[src/flp_pkg.sv]
// Package with the shared types and constants of the length-prefixed frame parser.
`timescale 1ns / 1ps
`default_nettype none

package flp_pkg;

    localparam int LENGTH_BITS = 20;
    localparam int FRAME_LEN_W = 20;
    localparam int BYTE_W = 8;
    localparam int ACC_W = LENGTH_BITS + 4;

    localparam logic [BYTE_W-1:0] NUL_BYTE = 8'h00;
    localparam logic [BYTE_W-1:0] DIGIT_ZERO = 8'h30;
    localparam logic [BYTE_W-1:0] DIGIT_NINE = 8'h39;

    typedef enum logic [1:0] {
        PH_DIGITS  = 2'd0,
        PH_NAME    = 2'd1,
        PH_PAYLOAD = 2'd2,
        PH_DEAD    = 2'd3
    } phase_t;

    typedef enum logic [1:0] {
        KIND_NAME    = 2'd0,
        KIND_HEADER  = 2'd1,
        KIND_PAYLOAD = 2'd2,
        KIND_ERROR   = 2'd3
    } kind_t;

    typedef struct packed {
        kind_t                  kind;
        logic [BYTE_W-1:0]      data_byte;
        logic [FRAME_LEN_W-1:0] frame_length;
        logic                   last;
    } flp_result_t;

endpackage

`default_nettype wire

[src/flp_out_buf.sv]
// Output register with a skid stage for the parser's result beats.
`timescale 1ns / 1ps
`default_nettype none

module flp_out_buf (
    input  wire logic                  clk,
    input  wire logic                  rst_n,
    input  wire logic                  push,
    input  wire flp_pkg::flp_result_t  push_data,
    output logic                       full,
    output logic                       out_valid,
    input  wire logic                  out_stall,
    output flp_pkg::flp_result_t       out_data
);

    logic                 main_valid_reg;
    logic                 main_valid_next;
    flp_pkg::flp_result_t main_data_reg;
    flp_pkg::flp_result_t main_data_next;
    logic                 skid_valid_reg;
    logic                 skid_valid_next;
    flp_pkg::flp_result_t skid_data_reg;
    flp_pkg::flp_result_t skid_data_next;
    logic                 pop;

    assign pop = main_valid_reg && !out_stall;
    assign full = skid_valid_reg;
    assign out_valid = main_valid_reg;
    assign out_data = main_data_reg;

    always_comb
    begin
        main_valid_next = main_valid_reg;
        main_data_next = main_data_reg;
        skid_valid_next = skid_valid_reg;
        skid_data_next = skid_data_reg;
        if (pop || !main_valid_reg)
        begin
            if (skid_valid_reg)
            begin
                main_valid_next = 1'b1;
                main_data_next = skid_data_reg;
                skid_valid_next = 1'b0;
            end
            else if (push)
            begin
                main_valid_next = 1'b1;
                main_data_next = push_data;
            end
            else
            begin
                main_valid_next = 1'b0;
            end
        end
        else if (push)
        begin
            skid_valid_next = 1'b1;
            skid_data_next = push_data;
        end
    end

    always_ff @(posedge clk or negedge rst_n)
    begin
        if (!rst_n)
        begin
            main_valid_reg <= 1'b0;
            skid_valid_reg <= 1'b0;
        end
        else
        begin
            main_valid_reg <= main_valid_next;
            skid_valid_reg <= skid_valid_next;
        end
    end

    always_ff @(posedge clk)
    begin
        main_data_reg <= main_data_next;
        skid_data_reg <= skid_data_next;
    end

    a_no_push_when_full: assert property (@(posedge clk) disable iff (!rst_n)
        push |-> !skid_valid_reg)
        else $error("Result beat pushed while the skid stage is occupied.");

    a_skid_implies_main: assert property (@(posedge clk) disable iff (!rst_n)
        skid_valid_reg |-> main_valid_reg)
        else $error("Skid stage holds a beat while the output register is empty.");

    a_stalled_fill_skid: assert property (@(posedge clk) disable iff (!rst_n)
        (main_valid_reg && out_stall && push) |=> (skid_valid_reg && main_valid_reg))
        else $error("A beat pushed behind a stalled output was lost.");

endmodule

`default_nettype wire

[src/flp_parser.sv]
// Input register and per-byte frame parsing state machine.
`timescale 1ns / 1ps
`default_nettype none

module flp_parser (
    input  wire logic                            clk,
    input  wire logic                            rst_n,
    input  wire logic                            in_valid,
    output logic                                 in_stall,
    input  wire logic [flp_pkg::BYTE_W-1:0]      byte_in,
    input  wire logic                            full,
    output logic                                 push,
    output flp_pkg::flp_result_t                 push_data
);

    logic                              hold_valid_reg;
    logic                              hold_valid_next;
    logic [flp_pkg::BYTE_W-1:0]        hold_byte_reg;
    logic                              fire;
    logic                              accept;

    flp_pkg::phase_t                   phase_reg;
    flp_pkg::phase_t                   phase_next;
    logic [flp_pkg::LENGTH_BITS-1:0]   count_reg;
    logic [flp_pkg::LENGTH_BITS-1:0]   count_next;
    logic                              seen_digit_reg;
    logic                              seen_digit_next;

    logic                              is_digit;
    logic [flp_pkg::ACC_W-1:0]         count_ext;
    logic [flp_pkg::ACC_W-1:0]         acc;
    logic                              too_large;
    logic                              count_zero;
    logic [flp_pkg::LENGTH_BITS-1:0]   count_dec;

    assign in_stall = hold_valid_reg && full;
    assign accept = in_valid && !in_stall;
    assign fire = hold_valid_reg && !full;

    assign is_digit = hold_byte_reg inside {[flp_pkg::DIGIT_ZERO:flp_pkg::DIGIT_NINE]};
    assign count_ext = {4'b0000, count_reg};
    assign acc = (count_ext << 3) + (count_ext << 1)
        + flp_pkg::ACC_W'(hold_byte_reg - flp_pkg::DIGIT_ZERO);
    assign too_large = acc[flp_pkg::ACC_W-1:flp_pkg::LENGTH_BITS] != 4'b0000;
    assign count_zero = count_reg == '0;
    assign count_dec = count_zero ? count_reg : count_reg - 1'b1;

    always_comb
    begin
        hold_valid_next = hold_valid_reg;
        if (accept)
        begin
            hold_valid_next = 1'b1;
        end
        else if (fire)
        begin
            hold_valid_next = 1'b0;
        end
    end

    // Next phase and the length counter.
    always_comb
    begin
        phase_next = phase_reg;
        count_next = count_reg;
        seen_digit_next = seen_digit_reg;
        if (fire)
        begin
            case (phase_reg)
                flp_pkg::PH_DIGITS:
                begin
                    if (is_digit)
                    begin
                        if (too_large)
                        begin
                            phase_next = flp_pkg::PH_DEAD;
                        end
                        else
                        begin
                            count_next = acc[flp_pkg::LENGTH_BITS-1:0];
                            seen_digit_next = 1'b1;
                        end
                    end
                    else if (hold_byte_reg == flp_pkg::NUL_BYTE && seen_digit_reg)
                    begin
                        phase_next = flp_pkg::PH_NAME;
                    end
                    else
                    begin
                        phase_next = flp_pkg::PH_DEAD;
                    end
                end
                flp_pkg::PH_NAME:
                begin
                    if (hold_byte_reg == flp_pkg::NUL_BYTE)
                    begin
                        if (count_zero)
                        begin
                            phase_next = flp_pkg::PH_DIGITS;
                            seen_digit_next = 1'b0;
                        end
                        else
                        begin
                            phase_next = flp_pkg::PH_PAYLOAD;
                        end
                    end
                end
                flp_pkg::PH_PAYLOAD:
                begin
                    count_next = count_dec;
                    if (count_dec == '0)
                    begin
                        phase_next = flp_pkg::PH_DIGITS;
                        seen_digit_next = 1'b0;
                    end
                end
                default:
                begin
                    phase_next = flp_pkg::PH_DEAD;
                end
            endcase
        end
    end

    // Result beat for the byte in the input register.
    always_comb
    begin
        push = 1'b0;
        push_data.kind = flp_pkg::KIND_ERROR;
        push_data.data_byte = '0;
        push_data.frame_length = '0;
        push_data.last = 1'b0;
        case (phase_reg)
            flp_pkg::PH_DIGITS:
            begin
                if ((is_digit && too_large)
                    || (!is_digit
                        && !(hold_byte_reg == flp_pkg::NUL_BYTE && seen_digit_reg)))
                begin
                    push = fire;
                end
            end
            flp_pkg::PH_NAME:
            begin
                push = fire;
                if (hold_byte_reg != flp_pkg::NUL_BYTE)
                begin
                    push_data.kind = flp_pkg::KIND_NAME;
                    push_data.data_byte = hold_byte_reg;
                end
                else
                begin
                    push_data.kind = flp_pkg::KIND_HEADER;
                    push_data.frame_length = flp_pkg::FRAME_LEN_W'(count_reg);
                    push_data.last = count_zero;
                end
            end
            flp_pkg::PH_PAYLOAD:
            begin
                push = fire;
                push_data.kind = flp_pkg::KIND_PAYLOAD;
                push_data.data_byte = hold_byte_reg;
                push_data.last = count_dec == '0;
            end
            default:
            begin
                push = 1'b0;
            end
        endcase
    end

    always_ff @(posedge clk or negedge rst_n)
    begin
        if (!rst_n)
        begin
            hold_valid_reg <= 1'b0;
            phase_reg <= flp_pkg::PH_DIGITS;
            count_reg <= '0;
            seen_digit_reg <= 1'b0;
        end
        else
        begin
            hold_valid_reg <= hold_valid_next;
            phase_reg <= phase_next;
            count_reg <= count_next;
            seen_digit_reg <= seen_digit_next;
        end
    end

    always_ff @(posedge clk)
    begin
        if (accept)
        begin
            hold_byte_reg <= byte_in;
        end
    end

    a_error_goes_dead: assert property (@(posedge clk) disable iff (!rst_n)
        (push && push_data.kind == flp_pkg::KIND_ERROR) |=> phase_reg == flp_pkg::PH_DEAD)
        else $error("Error beat sent without entering the dead phase.");

    a_dead_is_silent: assert property (@(posedge clk) disable iff (!rst_n)
        phase_reg == flp_pkg::PH_DEAD |-> !push)
        else $error("Result beat sent in the dead phase.");

    a_dead_is_final: assert property (@(posedge clk) disable iff (!rst_n)
        phase_reg == flp_pkg::PH_DEAD |=> phase_reg == flp_pkg::PH_DEAD)
        else $error("Parser left the dead phase without a reset.");

    a_payload_nonzero: assert property (@(posedge clk) disable iff (!rst_n)
        phase_reg == flp_pkg::PH_PAYLOAD |-> !count_zero)
        else $error("Payload phase with no payload bytes left.");

endmodule

`default_nettype wire

[src/length_prefixed_frame_parser.sv]
// Top level of the length-prefixed frame parser.
// The parser takes one byte beat per cycle while in_stall is low and gives at
// most one result beat per byte: name bytes, a header beat with the parsed
// length at the NUL that ends the name, then the payload bytes with last on
// the final one. A bad length gives one error beat, after which every byte is
// dropped until reset. A byte is registered on input, then parsed by the
// state machine, and its result beat is registered in the output register
// before it is presented on the outputs. A skid stage behind the output
// register takes the beat produced while the output is stalled, and the
// input stalls only while that skid stage is occupied, so with no output
// stall one byte is accepted every cycle.
`timescale 1ns / 1ps
`default_nettype none

module length_prefixed_frame_parser (
    input  wire logic                              clk,
    input  wire logic                              rst_n,
    input  wire logic                              in_valid,
    output logic                                   in_stall,
    input  wire logic [flp_pkg::BYTE_W-1:0]        byte_in,
    output logic                                   out_valid,
    input  wire logic                              out_stall,
    output logic [1:0]                             kind,
    output logic [flp_pkg::BYTE_W-1:0]             data_byte,
    output logic [flp_pkg::FRAME_LEN_W-1:0]        frame_length,
    output logic                                   last
);

    logic                 push;
    logic                 full;
    flp_pkg::flp_result_t push_data;
    flp_pkg::flp_result_t out_data;

    flp_parser u_parser (
        .clk       (clk),
        .rst_n     (rst_n),
        .in_valid  (in_valid),
        .in_stall  (in_stall),
        .byte_in   (byte_in),
        .full      (full),
        .push      (push),
        .push_data (push_data)
    );

    flp_out_buf u_out_buf (
        .clk       (clk),
        .rst_n     (rst_n),
        .push      (push),
        .push_data (push_data),
        .full      (full),
        .out_valid (out_valid),
        .out_stall (out_stall),
        .out_data  (out_data)
    );

    assign kind = out_data.kind;
    assign data_byte = out_data.data_byte;
    assign frame_length = out_data.frame_length;
    assign last = out_data.last;

endmodule

`default_nettype wire

[config.mk]
export PLATFORM = sky130hd
export DESIGN_NAME = length_prefixed_frame_parser
export DESIGN_NICKNAME = d
export VERILOG_FILES = /design/src/flp_pkg.sv /design/src/flp_out_buf.sv /design/src/flp_parser.sv /design/src/length_prefixed_frame_parser.sv
export SDC_FILE = /design/constraint.sdc
export NUM_CORES = 1
export LEC_CHECK = 0
export ABC_AREA = 1
export BUFFER_PORTS_ARGS = -buffer_cell sky130_fd_sc_hd__buf_2
export CAP_MARGIN = 20
export CORE_ASPECT_RATIO = 0.5
export CORE_MARGIN = 1.5
export CORE_UTILIZATION = 25
export CTS_BUF_LIST = sky130_fd_sc_hd__clkbuf_2
export CTS_CLUSTER_DIAMETER = 30
export DETAILED_ROUTE_END_ITERATION = 8
export HOLD_SLACK_MARGIN = 0.03
export SLEW_MARGIN = 15
export SYNTH_ARGS = -nofsm -noshare
export SYNTH_HDL_FRONTEND = slang
export SYNTH_SLANG_ARGS = --single-unit
[constraint.sdc]
create_clock -name clk -period 8.25 [get_ports clk]
set_input_delay 1.65 -clock clk [delete_from_list [all_inputs] [get_ports clk]]
set_output_delay 1.65 -clock clk [all_outputs]
set_load 0.1 [all_outputs]
## Yosys cells after proc, flatten, opt, wreduce, memory -nomap -nowiden

Cells that the tools add are included.
W data, S select, Z words.

- Flip-flop bits (word level): 96
- Input bits: 12
- Output and inout bits: 33
- Word-level logic and storage cells: 96

- $add $sub $neg: 4
- $lt $le $gt $ge: 2
- Equal/unequal tests: 8
- Muxes and demuxes: 33
- Bitwise gates (word level): 1
- Reduce and logical (&&, ||, !) cells: 33

Operators with widths:

| cell | number |
|---|---|
| $mux W20 | 4 |
| $mux W31 | 2 |
| $logic_not A20 Y1 | 2 |
| $pmux W20 S2 | 1 |
| $add A23 B21 Y24 | 1 |
| $add A24 B24 Y24 | 1 |
| $mux W21 | 1 |
| $pmux W10 S2 | 1 |
| $sub A20 B1 Y20 const B | 1 |
| $mux W1 | 13 |
| $mux W2 | 6 |
| $sub A8 B6 Y9 const B | 1 |
| $ge A8 B6 Y1 const B | 1 |
| $le A8 B6 Y1 const B | 1 |
| $logic_and A1 B1 Y1 | 8 |
| $logic_not A8 Y1 | 1 |
| $mux W8 | 1 |
| $ne A2 B1 Y1 const B | 4 |
| $reduce_and A4 Y1 | 2 |
| $reduce_bool A2 Y1 | 4 |
| $reduce_bool A8 Y1 | 1 |
| $reduce_and A7 Y1 | 1 |
| $logic_not A1 Y1 | 6 |
| $pmux W2 S3 | 1 |
| 13 further kinds | 16 |

## Longest topological paths before layout

Gate-level depths: netlist (run 1).

- Word-level depth: 9
- Gate-level depth with buffers: 26
- Depth with buffers taken out: 25

## Modules after synthesis

A second synthesis (run 1) with hierarchy kept.

- Cell total of the unflattened synthesis: 862
- Area, all modules: 6,925.4 µm²

Modules (own cells, without submodules):

| module | instances | cells an instance | area an instance (µm²) | sequential area each (µm²) |
|---|---|---|---|---|
| flp_parser | 1 | 689 | 4,500.6 | 840.8 |
| flp_out_buf | 1 | 173 | 2,424.8 | 1,911.8 |

## Worst setup path before layout (run 1)

No wires, ideal clock.

- Path kind: register -> register
- Start point: register u_parser.hold_byte_reg[4] (netlist bit)
- End point: register u_out_buf.main_data_reg, in the netlist u_out_buf.out_data[0], enable pin
- Setup time: 0.429 ns
- Arrival time: 5.423 ns
- Data required time: 7.821 ns
- Slack: 2.397 ns
- Stages on the path, launching flop included: 19
- Buffers on the path: 0
- Period minus slack after synthesis: 5.853 ns
- Cells stage by stage: edfxtp_1 ha_1 nor3_1 fa_1 ha_1 nand2_1 nor2_1 nand2_1 nor2_1 nand2_1 nand3_1 nand2_1 nand2_1 nor2_2 nand3_1 nand2_1 nand2_1 nand2_1 a21oi_1

- Word-level cells in the longest chain between the ends: 9
- Elaborated cells between the ends (all ways): 17
- Those cells by class: 2 x add/sub; 2 x order compare; 2 x mux; 11 x reduce/logical

Ends and longest elaborated chain:

| item | line | text |
|---|---|---|
| start, declared | flp_parser.sv:18 | `logic [flp_pkg::BYTE_W-1:0] hold_byte_reg;` |
| start signal, assigned | flp_parser.sv:194 | `hold_byte_reg <= byte_in;` |
| $sub A8 B6 Y9 (tied with other cells) | flp_parser.sv:43 | `+ flp_pkg::ACC_W'(hold_byte_reg - flp_pkg::DIGIT_ZERO);` |
| $add A24 B24 Y24 (tied with other cells) | flp_parser.sv:43 |  |
| $reduce_bool A4 Y1 (tied with other cells) | flp_parser.sv:44 | `assign too_large = acc[flp_pkg::ACC_W-1:flp_pkg::LENGTH_BITS] != 4'b0000;` |
| $logic_and A1 B1 Y1 (on tied branches) | flp_parser.sv:136, flp_parser.sv:138 |  |
| $logic_or A1 B1 Y1 * | flp_parser.sv:137 | `\|\| (!is_digit` |
| $mux W1 * | flp_parser.sv:136 | `if ((is_digit && too_large)` |
| $pmux W1 S2 * | flp_parser.sv:133 | `case (phase_reg)` |
| $reduce_bool A2 Y1 (no line) * | -- |  |
| $reduce_and A2 Y1 (no line) * | -- |  |
| end signal, assigned | flp_out_buf.sv:78 | `main_data_reg <= main_data_next;` |
| end, declared | flp_out_buf.sv:18 | `flp_pkg::flp_result_t main_data_reg;` |

Mark *: on every way between the ends. The rest lies on a longest branch, timed or not.
A chain may end at the register's enable or synchronous reset.

## Final worst setup path (run 1)

- Start point: register u_parser.hold_byte_reg[4] (netlist bit)
- End point: register u_out_buf.main_data_reg, in the netlist u_out_buf.out_data[5], enable pin

The elaborated chain is that of the path after synthesis.

==> results of run 1 <==
worst max-delay path, delay by kind of cell, from the launching register on:
family	cells	cell delay, ps
adders and majority gates	3	1100
and+or+nand+nor	13	1170
AOI/OAI and AO/OA	1	340
DFF	1	510
buffers and inverters	3	580
stage by stage:
step                      std cells  cell area [um^2]  setup slack [ps]  util [%]  hold slack (ps)
final                          1280              7640              4210      28.6              505
after global routing           1280              7640              3920      28.6              541
after CTS                      1278              7620              3760      28.5              502
after detailed placement       1262              7480              3850      28.0              498
after global placement         1262              7480              4010      28.0              487
after floorplan                 881              6880              2400         -              461
metal layers:
layer  vias up  wire length (um)  track usage, %
li1       2874                 -               -
met1      2682              9040            18.9
met2       143              7600            19.7
met3        22               922            2.31
met4         0               356            4.74
met5         -                 0               0
cells by family after synthesis:
family	after synthesis
AND/OR/NAND/NOR	487
AO/OA/AOI/OAI	82
adder cells (fa/ha/maj)	52
XOR/XNOR	19
buffers and inverters	145
flip-flops	96
cell type report:
class / instances / area share, %
Timing Repair Buffer: 50 / 3.64
Antenna cell: 1 / 0.0328
Clock inverter: 7 / 1.18
Tap cell: 352 / 5.76
Inverter: 125 / 6.17
Multi-Input combinational cell: 640 / 46.6
Clock buffer: 9 / 0.590
Sequential cell: 96 / 36.0
synth_stat cells, types with 12 or more instances:
| library cell | number | share of area [%] |
|---|---|---|
| fa_1 | 19 | 5.5 |
| nand4_1 | 12 | 1.1 |
| nand3_1 | 42 | 3.1 |
| ha_1 | 33 | 6.0 |
| a21oi_1 | 28 | 2.0 |
| xor2_1 | 16 | 2.0 |
| o21ai_2 | 22 | 2.8 |
| inv_1 | 122 | 6.7 |
| edfxtp_1 | 70 | 31 |
| nand2_1 | 304 | 17 |
| nor2_1 | 84 | 4.6 |
| o21ai_0 | 21 | 1.5 |
| dfrtp_1 | 26 | 9.5 |
| nor2_2 | 19 | 1.7 |
worst paths after layout:
path	depth (start not counted)	endpoint	slack [ps]	startpoint
setup / recovery	20	u_out_buf.out_data[5]$_DFFE_PP_	4210	u_parser.hold_byte_reg[4]$_DFFE_PP_
hold / removal	2	u_out_buf.out_data[25]$_DFFE_PP_	510	u_out_buf.skid_data_reg[25]$_DFFE_PP_
setup reg to reg	20	u_out_buf.out_data[5]$_DFFE_PP_	4210	u_parser.hold_byte_reg[4]$_DFFE_PP_
hold reg to reg	2	u_out_buf.out_data[25]$_DFFE_PP_	510	u_out_buf.skid_data_reg[25]$_DFFE_PP_
max in group asynchronous	1	u_parser.count_reg[3]$_DFFE_PN0P_	6760	rst_n
min in group asynchronous	1	u_parser.count_reg[11]$_DFFE_PN0P_	980	rst_n
==> impl_metrics.py, run 1 <==
metrics = {
    "yosys": {
        "ys_ff_latch": 96,
        "synth-simple-area-share_pct": 30.0,
        "synthMuxAreaShare_pct": 0,
        "synth.avg_cell_area_um2": 7.81,
        "synth_top_family_by_area": "simple AND/OR/NAND/NOR gates",
        "yosysWarnings": 0,
        "postSynthCellCount": 881,
        "synthAdderAreaFrac_pct": 11.5,
        "synth_flop_cell": "edfxtp_1",
        "netlist_area_um2": 6880,
        "syn-num-nets": 945,
        "synth-compound-area-share_pct": 7.51,
        "ys_seq_area_share_pct": 40.0,
        "synthXorXnorAreaFrac_pct": 2.42,
        "synth_edf_count": 70,
        "synthDistinctLibCells": 38,
        "async_flop_share_pct": 27.1,
    },
    "drt": {
        "vias": 5721,
        "viasPerCell": 4.47,
        "drt_iter0_drc": 536,
        "routedWlPerCell_um": 14.0,
        "postRouteAntennaNets": 0,
        "drt_first_pass_iters": 6,
        "routed_wl_um": 17900,
        "drc_errors": 0,
    },
    "run": {
        "drv_cap": 0,
    },
    "timing": {
        "tns_ps": 0,
        "rsz0062_at_grt": "false",
        "slew_headroom_pct": 37.3,
        "fin_worst_skew_ps": 48.6,
        "finalCriticalPeriod_ps": 4040,
        "drv_slew": 0,
        "fmax_mhz": 248,
        "final.period_utilization_pct": 48.9,
        "worstMarginPinSlew_ps": 940,
        "setup_viol": 0,
        "hold_viol_final": 0,
    },
    "die": {
        "die_y_um": 120,
        "core_um2": 26700,
        "start_util_pct": 25.7,
        "die_x_um": 238,
        "rows": 42,
        "dieArea_um2": 28600,
        "ios": 45,
    },
    "clock_network": {
        "max-clock-path-buffers": 2,
        "cts_sinks": 96,
        "cts_setup_buffers": 0,
        "holdBufCountCts": 0,
        "clock_latency_ps": 660,
        "root_buffer": "clkbuf_2",
        "cts_buffers": 9,
        "cts_resized": 0,
        "clk_pin_slew_ps": 320,
        "cts_tree": "done",
        "cts_htree_levels": 3,
    },
    "cells_and_area": {
        "final_common_cell": "nand2_1",
        "drive_gt1_share_pct": 14.7,
        "areaGrowthSynthToFinish_pct": 11.0,
        "layout_common_cells": "nand2_1 (304), inv_1 (122), nor2_1 (83)",
        "multi_input_area_um2": 3560,
        "regArea_um2": 2750,
        "nNetsFinal": 986,
        "n_fill_cell": 2831,
    },
    "global_routing": {
        "grt_pass1_wl_um": 29600,
        "grt_max_degree": 41,
        "antenna_found_initial": 1,
        "grt_overflow": 0,
        "grt_pass1_vias": 5739,
        "grt_use_total_pct": 13.1,
    },
    "critical_path": {
        "cp_slowest_cell": "edfxtp_1",
        "arrival_ps": 4400,
        "path_cells": "ha_1 -> nor3_2 -> buf_4 -> fa_1 -> ha_1 -> nand2_1 -> nor2_1 -> inv_1 -> nor2_2 -> nand3_1 -> nand3_1 -> nand2_1 -> nand2_1 -> nor2_2 -> nand3_1 -> nand2_1 -> nand2_1 -> nand2_1 -> a21oi_4 -> buf_12",
        "crit_path_max_fanout": 25,
        "cp.required_ps": 8610,
        "max_stage_delay_ps": 510,
        "worst_setup_path_start_kind": "flip-flop",
        "path_common_cell": "nand2_1",
        "end_kind": "flip-flop",
        "crit_type": "reg -> reg",
    },
    "outcome": {
        "status": "finished, final reports clean",
    },
    "placement": {
        "dp_hpwl_um": 13900,
        "place.gp.congestion": 0.927,
        "port_buffers": 44,
    },
    "worst_hold_path": {
        "hold_class": "reg -> reg",
    },
}
Power of run 1 is not shown: default switching activity piles up to over one toggle a cycle in this logic, so the estimate is an artifact.
==> run 2, diff against run 1 <==
ABC_AREA = 0   (was 1)
clock period = 3.65 ns   (was 8.25 ns; I/O delays follow)
==> impl_metrics.py, run 2 <==
metrics = {
    "yosys": {
        "synth.avg_cell_area_um2": 10.4,
        "synth_area_leaders": "edfxtp_1 (33%), dfrtp_1 (10%), ha_1 (6.5%)",
        "async_flop_share_pct": 27.1,
        "netlist.top_cell.by_area": "edfxtp_1",
        "synthDistinctLibCells": 68,
        "synth_edf_count": 70,
        "ys_ff_latch": 96,
        "yosysMostFrequentCell": "edfxtp_1",
        "yosysWarnings": 0,
        "postSynthCellCount": 609,
        "ys_seq_area_share_pct": 43.3,
        "synth_commonest_cells": "edfxtp_1 (70), nand2_1 (54), nor2_1 (37)",
        "syn-num-nets": 673,
        "synth_top_area_share_pct": 33.1,
        "synth_flop_cell": "edfxtp_1",
        "netlist_area_um2": 6350,
    },
    "cells_and_area": {
        "multi_input_area_um2": 3810,
        "layout_common_cells": "buf_4 (106), edfxtp_1 (70), nand2_1 (44), buf_2 (44)",
        "final_common_cell": "buf_4",
        "instances_no_fill": 1118,
        "n_fill_cell": 2405,
        "areaGrowthSynthToFinish_pct": 36.2,
        "nNetsFinal": 840,
        "regArea_um2": 2750,
        "drive_gt1_share_pct": 38.0,
    },
    "drt": {
        "vias": 5584,
        "postRouteAntennaNets": 0,
        "drt_iter0_drc": 612,
        "drc_errors": 0,
        "drt_first_pass_iters": 8,
        "viasPerCell": 4.99,
        "routedWlPerCell_um": 16.9,
        "routed_wl_um": 18900,
    },
    "timing": {
        "hold_viol_final": 0,
        "setup_viol": 87,
        "fmax_mhz": 229,
        "worstMarginPinSlew_ps": 940,
        "fin_worst_skew_ps": 64.2,
        "final.period_utilization_pct": 120,
        "drv_slew": 0,
        "worst_slack_ps": -724,
        "finalCriticalPeriod_ps": 4370,
        "slew_headroom_pct": 37.2,
        "tns_ps": -54870,
        "rsz0062_at_grt": "true",
    },
    "die": {
        "start_util_pct": 26.0,
        "die_x_um": 228,
        "dieArea_um2": 26400,
        "core_um2": 24500,
        "ios": 45,
        "rows": 40,
        "die_y_um": 116,
    },
    "worst_hold_path": {
        "hold_class": "in -> reg",
        "holdPathStages": 1,
    },
    "global_routing": {
        "grt_use_total_pct": 14.7,
        "antenna_found_initial": 1,
        "grt_max_degree": 44,
        "grt_pass1_wl_um": 30600,
        "grt_overflow": 0,
        "grt_pass1_vias": 5598,
    },
    "outcome": {
        "status": "complete, but fails checks",
        "violations": "setup timing",
    },
    "placement": {
        "dp_hpwl_um": 13600,
        "port_buffers": 44,
        "place.gp.congestion": 0.923,
        "dp.cells": 1074,
    },
    "run": {
        "drv_cap": 0,
    },
    "clock_network": {
        "cts_htree_levels": 3,
        "clock_latency_ps": 670,
        "cts_tree": "done",
        "root_buffer": "clkbuf_2",
        "clk_pin_slew_ps": 260,
        "max-clock-path-buffers": 2,
        "cts_buffers": 9,
        "cts_sinks": 96,
    },
    "critical_path": {
        "arrival_ps": 4930,
        "rr_worst_depth": 19,
        "crit_path_max_fanout": 7,
        "worst_setup_path_start_kind": "flip-flop",
        "crit_type": "reg -> reg",
        "end_kind": "flip-flop",
        "cp.required_ps": 4200,
    },
}
==> run 2: changes by cell type in the layout (fill, tap and decap cells not counted), sizes merged, moves of 13 or more <==
cell   before  now
and3        0   15
buf        50  183
inv       126   38
mux2        0   24
nand2     316   54
nand3      46   16
nor2      106   37
o21ai      45   32
o31ai       1   14
==> run 2: per-stage QoR <==
stage / instance area (um^2) / util, % / hold WS [ps] / setup slack, ps
floorplan: 6470 / - / 434 / -1180
global placement: 7840 / 32.0 / 511 / -1030
detailed placement: 7840 / 32.0 / 524 / -1060
CTS: 8570 / 35.0 / 230 / -626
global route: 8650 / 35.4 / 211 / -872
finish: 8650 / 35.4 / 272 / -724
==> run 2: layer usage <==
| layer | routed length [um] | vias to the layer above | track usage, % |
|---|---|---|---|
| met5 | 0 | - | 0 |
| met4 | 371 | 0 | 4.46 |
| met3 | 836 | 34 | 2.71 |
| met2 | 8560 | 167 | 23.5 |
| met1 | 9140 | 2779 | 20.5 |
| li1 | - | 2604 | - |
==> run 2: timing repair <==
action | CTS | global route
gates cloned | 4 | 0
endpoints found under the hold margin | 6 | 0
gates resized for setup | 66 | 27
hold buffers | 1 | 0
pin swaps | 38 | 7
endpoints found under the setup margin | 87 | 87
setup buffers | 22 | 2
==> run 2: cell type report <==
| cell class | count | area share, % |
|---|---|---|
| multi-input cells | 450 | 44.0 |
| flip-flops and latches | 96 | 31.8 |
| repair buffers | 184 | 16.6 |
| well taps | 336 | 4.86 |
| inverters | 35 | 1.52 |
| clock inverters | 7 | 0.622 |
| clock buffers | 9 | 0.521 |
| diodes | 1 | 0.0289 |
==> run 2: critical path: stages, from the launching register on <==
cell and delay, ps:
edfxtp_1 500, ha_4 200, nor3_4 150, buf_6 180
buf_6 100, fa_1 440, ha_4 260, nand4_1 110
buf_4 130, o31ai_2 60, a31o_1 210, or2_0 240
o211a_1 260, or4_4 560, buf_6 140, o31ai_4 220
buf_6 190, buf_6 140, o211ai_1 90, o21a_1 130
==> run 2: path summary, 6_finish.rpt <==
kind	slack, ps	from	to
setup reg to reg	-720	u_parser.hold_byte_reg[4]$_DFFE_PP_	u_parser.count_reg[10]$_DFFE_PN0P_
hold reg to reg	570	u_parser.seen_digit_reg$_DFFE_PN0P_	u_parser.seen_digit_reg$_DFFE_PN0P_
min in group asynchronous	550	rst_n	u_parser.count_reg[17]$_DFFE_PN0P_
hold / removal	270	byte_in[3]	u_parser.hold_byte_reg[3]$_DFFE_PP_
setup / recovery	-720	u_parser.hold_byte_reg[4]$_DFFE_PP_	u_parser.count_reg[10]$_DFFE_PN0P_
max in group asynchronous	2610	rst_n	u_parser.count_reg[5]$_DFFE_PN0P_
==> run 2: logic make-up after synthesis <==
| group | Yosys count | share of synthesized area (%) |
|---|---|---|
| DFF | 96 | 43.3 |
| adders and majority gates | 52 | 12.5 |
| muxes | 31 | 5.36 |
| AOI/OAI and AO/OA | 157 | 16.6 |
| xor gates and xnor gates | 21 | 2.90 |
| buffers and inverters | 65 | 4.35 |
| and+or+nand+nor | 187 | 14.9 |
Power of run 2 is left out for the same reason.
==> run 3, diff against run 2 <==
SYNTH_HIERARCHICAL = 1   (was not set)
==> impl_metrics.py, run 3 <==
metrics = {
    "yosys": {
        "syn-num-nets": 661,
        "synth_top_area_share_pct": 32.3,
        "postSynthCellCount": 596,
        "synthDistinctLibCells": 71,
        "synth.avg_cell_area_um2": 10.9,
        "ys_seq_area_share_pct": 42.3,
        "netlist.top_cell.by_area": "edfxtp_1",
        "synth_commonest_cells": "edfxtp_1 (70), a21oi_1 (47), nor2_1 (41), o21ai_0 (41), ha_1 (34)",
        "ys_ff_latch": 96,
        "synth_flop_cell": "edfxtp_1",
        "netlist_area_um2": 6500,
        "synth_edf_count": 70,
        "yosysMostFrequentCell": "edfxtp_1",
        "yosysWarnings": 6,
        "async_flop_share_pct": 27.1,
        "synth_area_leaders": "edfxtp_1 (32%), dfrtp_1 (10%), ha_1 (6.5%)",
    },
    "critical_path": {
        "crit_path_max_fanout": 23,
        "rr_worst_depth": 19,
        "cp_slowest_cell": "or4_4",
        "end_kind": "flip-flop",
        "path_common_cell": "buf_12",
        "arrival_ps": 4700,
        "rr_startpoint": "u_parser/hold_byte_reg[5]$_DFFE_PP_",
        "path_cells": "buf_6 -> ha_4 -> nor3_4 -> buf_12 -> fa_1 -> ha_4 -> buf_6 -> a31o_4 -> a21oi_2 -> or4_4 -> a32oi_2 -> xor2_1 -> nor3_2 -> nand2_1 -> a31oi_1 -> nor3_2 -> buf_12 -> a2bb2oi_4 -> buf_12",
        "timing.reg2reg.setup_slack_ps": -730,
        "cp.required_ps": 3960,
        "worst_setup_path_start_kind": "flip-flop",
        "critPathBufInv": 5,
        "cpLargestDelayFamily": "simple AND/OR/NAND/NOR gates",
        "r2r_end": "u_out_buf/out_data[16]$_DFFE_PP_",
        "crit_type": "reg -> reg",
        "max_stage_delay_ps": 520,
    },
    "clock_network": {
        "cts_sinks": 96,
        "cts_buffers": 9,
        "clock_latency_ps": 590,
        "cts_tree": "done",
        "root_buffer": "clkbuf_2",
        "cts_htree_levels": 3,
        "holdBufCountCts": 0,
        "max-clock-path-buffers": 2,
        "clk_pin_slew_ps": 270,
    },
    "die": {
        "die_y_um": 117,
        "dieArea_um2": 27000,
        "start_util_pct": 25.6,
        "core_um2": 25400,
        "ios": 45,
        "die_x_um": 231,
        "rows": 41,
    },
    "placement": {
        "dp_hpwl_um": 13200,
        "place.gp.congestion": 0.865,
        "port_buffers": 44,
    },
    "timing": {
        "setup_viol": 87,
        "holdWs_ps": 103,
        "finalCriticalPeriod_ps": 4380,
        "worst_slack_ps": -735,
        "rsz0062_at_grt": "true",
        "drv_slew": 0,
        "fin_worst_skew_ps": 31.0,
        "slew_headroom_pct": 44.7,
        "hold_viol_final": 0,
        "worstMarginPinSlew_ps": 829,
        "fmax_mhz": 228,
        "final.period_utilization_pct": 120,
    },
    "drt": {
        "drc_errors": 0,
        "drt_first_pass_iters": 5,
        "drt_iter0_drc": 391,
        "postRouteAntennaNets": 0,
        "vias": 5365,
        "viasPerCell": 4.89,
        "routedWlPerCell_um": 16.0,
        "routed_wl_um": 17600,
    },
    "cells_and_area": {
        "final_common_cell": "buf_4",
        "n_fill_cell": 2498,
        "multi_input_area_um2": 3830,
        "areaGrowthSynthToFinish_pct": 32.4,
        "nNetsFinal": 813,
        "drive_gt1_share_pct": 38.3,
        "layout_common_cells": "buf_4 (107), edfxtp_1 (70), buf_2 (44)",
        "regArea_um2": 2750,
    },
    "outcome": {
        "status": "complete, but fails checks",
        "violations": "setup timing",
    },
    "global_routing": {
        "grt_pass1_wl_um": 27900,
        "grt_overflow": 0,
        "antenna_found_initial": 0,
        "grt_max_degree": 31,
        "grt_use_total_pct": 13.1,
        "grt_pass1_vias": 5189,
    },
    "run": {
        "drv_cap": 0,
    },
    "worst_hold_path": {
        "hold_class": "in -> async",
    },
}
-- run 3: kinds of logic (layout without fill, tap and decap cells) --
group | after synthesis | after routing | share of synthesized area [%]
AOI/OAI and AO/OA | 155 | 155 | 15.3
xor gates and xnor gates | 23 | 23 | 3.10
adders and majority gates | 53 | 53 | 12.4
buffers and inverters | 55 | 211 | 4.12
DFF | 96 | 96 | 42.3
muxes | 36 | 36 | 7.74
other | 0 | 1 | 0
and+or+nand+nor | 178 | 178 | 15.0
-- run 3: per-stage QoR --
step | setup TNS (ps) | instance area [um^2] | cells | setup WS (ps) | utilization [%]
after floorplan | -77340 | 6630 | 596 | -1150 | -
after global placement | -57890 | 7890 | 1059 | -757 | 31.1
after detailed placement | -67210 | 7890 | 1059 | -897 | 31.1
after CTS | -54920 | 8510 | 1093 | -717 | 33.5
after global routing | -71880 | 8600 | 1096 | -917 | 33.9
final | -56650 | 8600 | 1097 | -735 | 33.9
-- run 3: worst max-delay path by stage --
| stage | start | end | slack [ps] | cells past startpoint |
|---|---|---|---|---|
| after floorplan | u_parser/hold_byte_reg[4]$_DFFE_PP_ | u_out_buf/out_data[0]$_DFFE_PP_ | -1150 | 15 |
| after global placement | u_parser/hold_byte_reg[5]$_DFFE_PP_ | u_out_buf/skid_data_reg[12]$_DFFE_PP_ | -760 | 17 |
| after detailed placement | u_parser/hold_byte_reg[5]$_DFFE_PP_ | u_out_buf/skid_data_reg[12]$_DFFE_PP_ | -900 | 17 |
| after CTS | u_parser/hold_byte_reg[5]$_DFFE_PP_ | u_out_buf/out_data[14]$_DFFE_PP_ | -720 | 19 |
| after global routing | u_parser/hold_byte_reg[5]$_DFFE_PP_ | u_out_buf/out_data[12]$_DFFE_PP_ | -920 | 18 |
| final | u_parser/hold_byte_reg[5]$_DFFE_PP_ | u_out_buf/out_data[16]$_DFFE_PP_ | -730 | 19 |
-- run 3: layer usage --
metal | part of all wire, % | track usage (%) | vias to the layer above
li1 | - | - | 2531
met1 | 47 | 18.3 | 2654
met2 | 46 | 21.6 | 162
met3 | 5.4 | 1.70 | 18
met4 | 1.4 | 3.09 | 0
met5 | 0 | 0 | -
-- run 3: timing repair --
action                                  CTS  global route
setup buffers                            17             6
endpoints found under the setup margin   87            87
hold endpoints to repair                  0             0
pin swaps                                22            20
gates resized for setup                  49            32
gates cloned                              2             0
-- run 3: final cells by class --
cell class              instances  area share [%]
inverters                      22           0.960
repair buffers                174            15.6
multi-input cells             445            44.5
well taps                     344            5.00
flip-flops and latches         96            32.0
diodes                          1          0.0291
clock inverters                 6            1.34
clock buffers                   9           0.523
Power of run 3 is left out for the same reason.
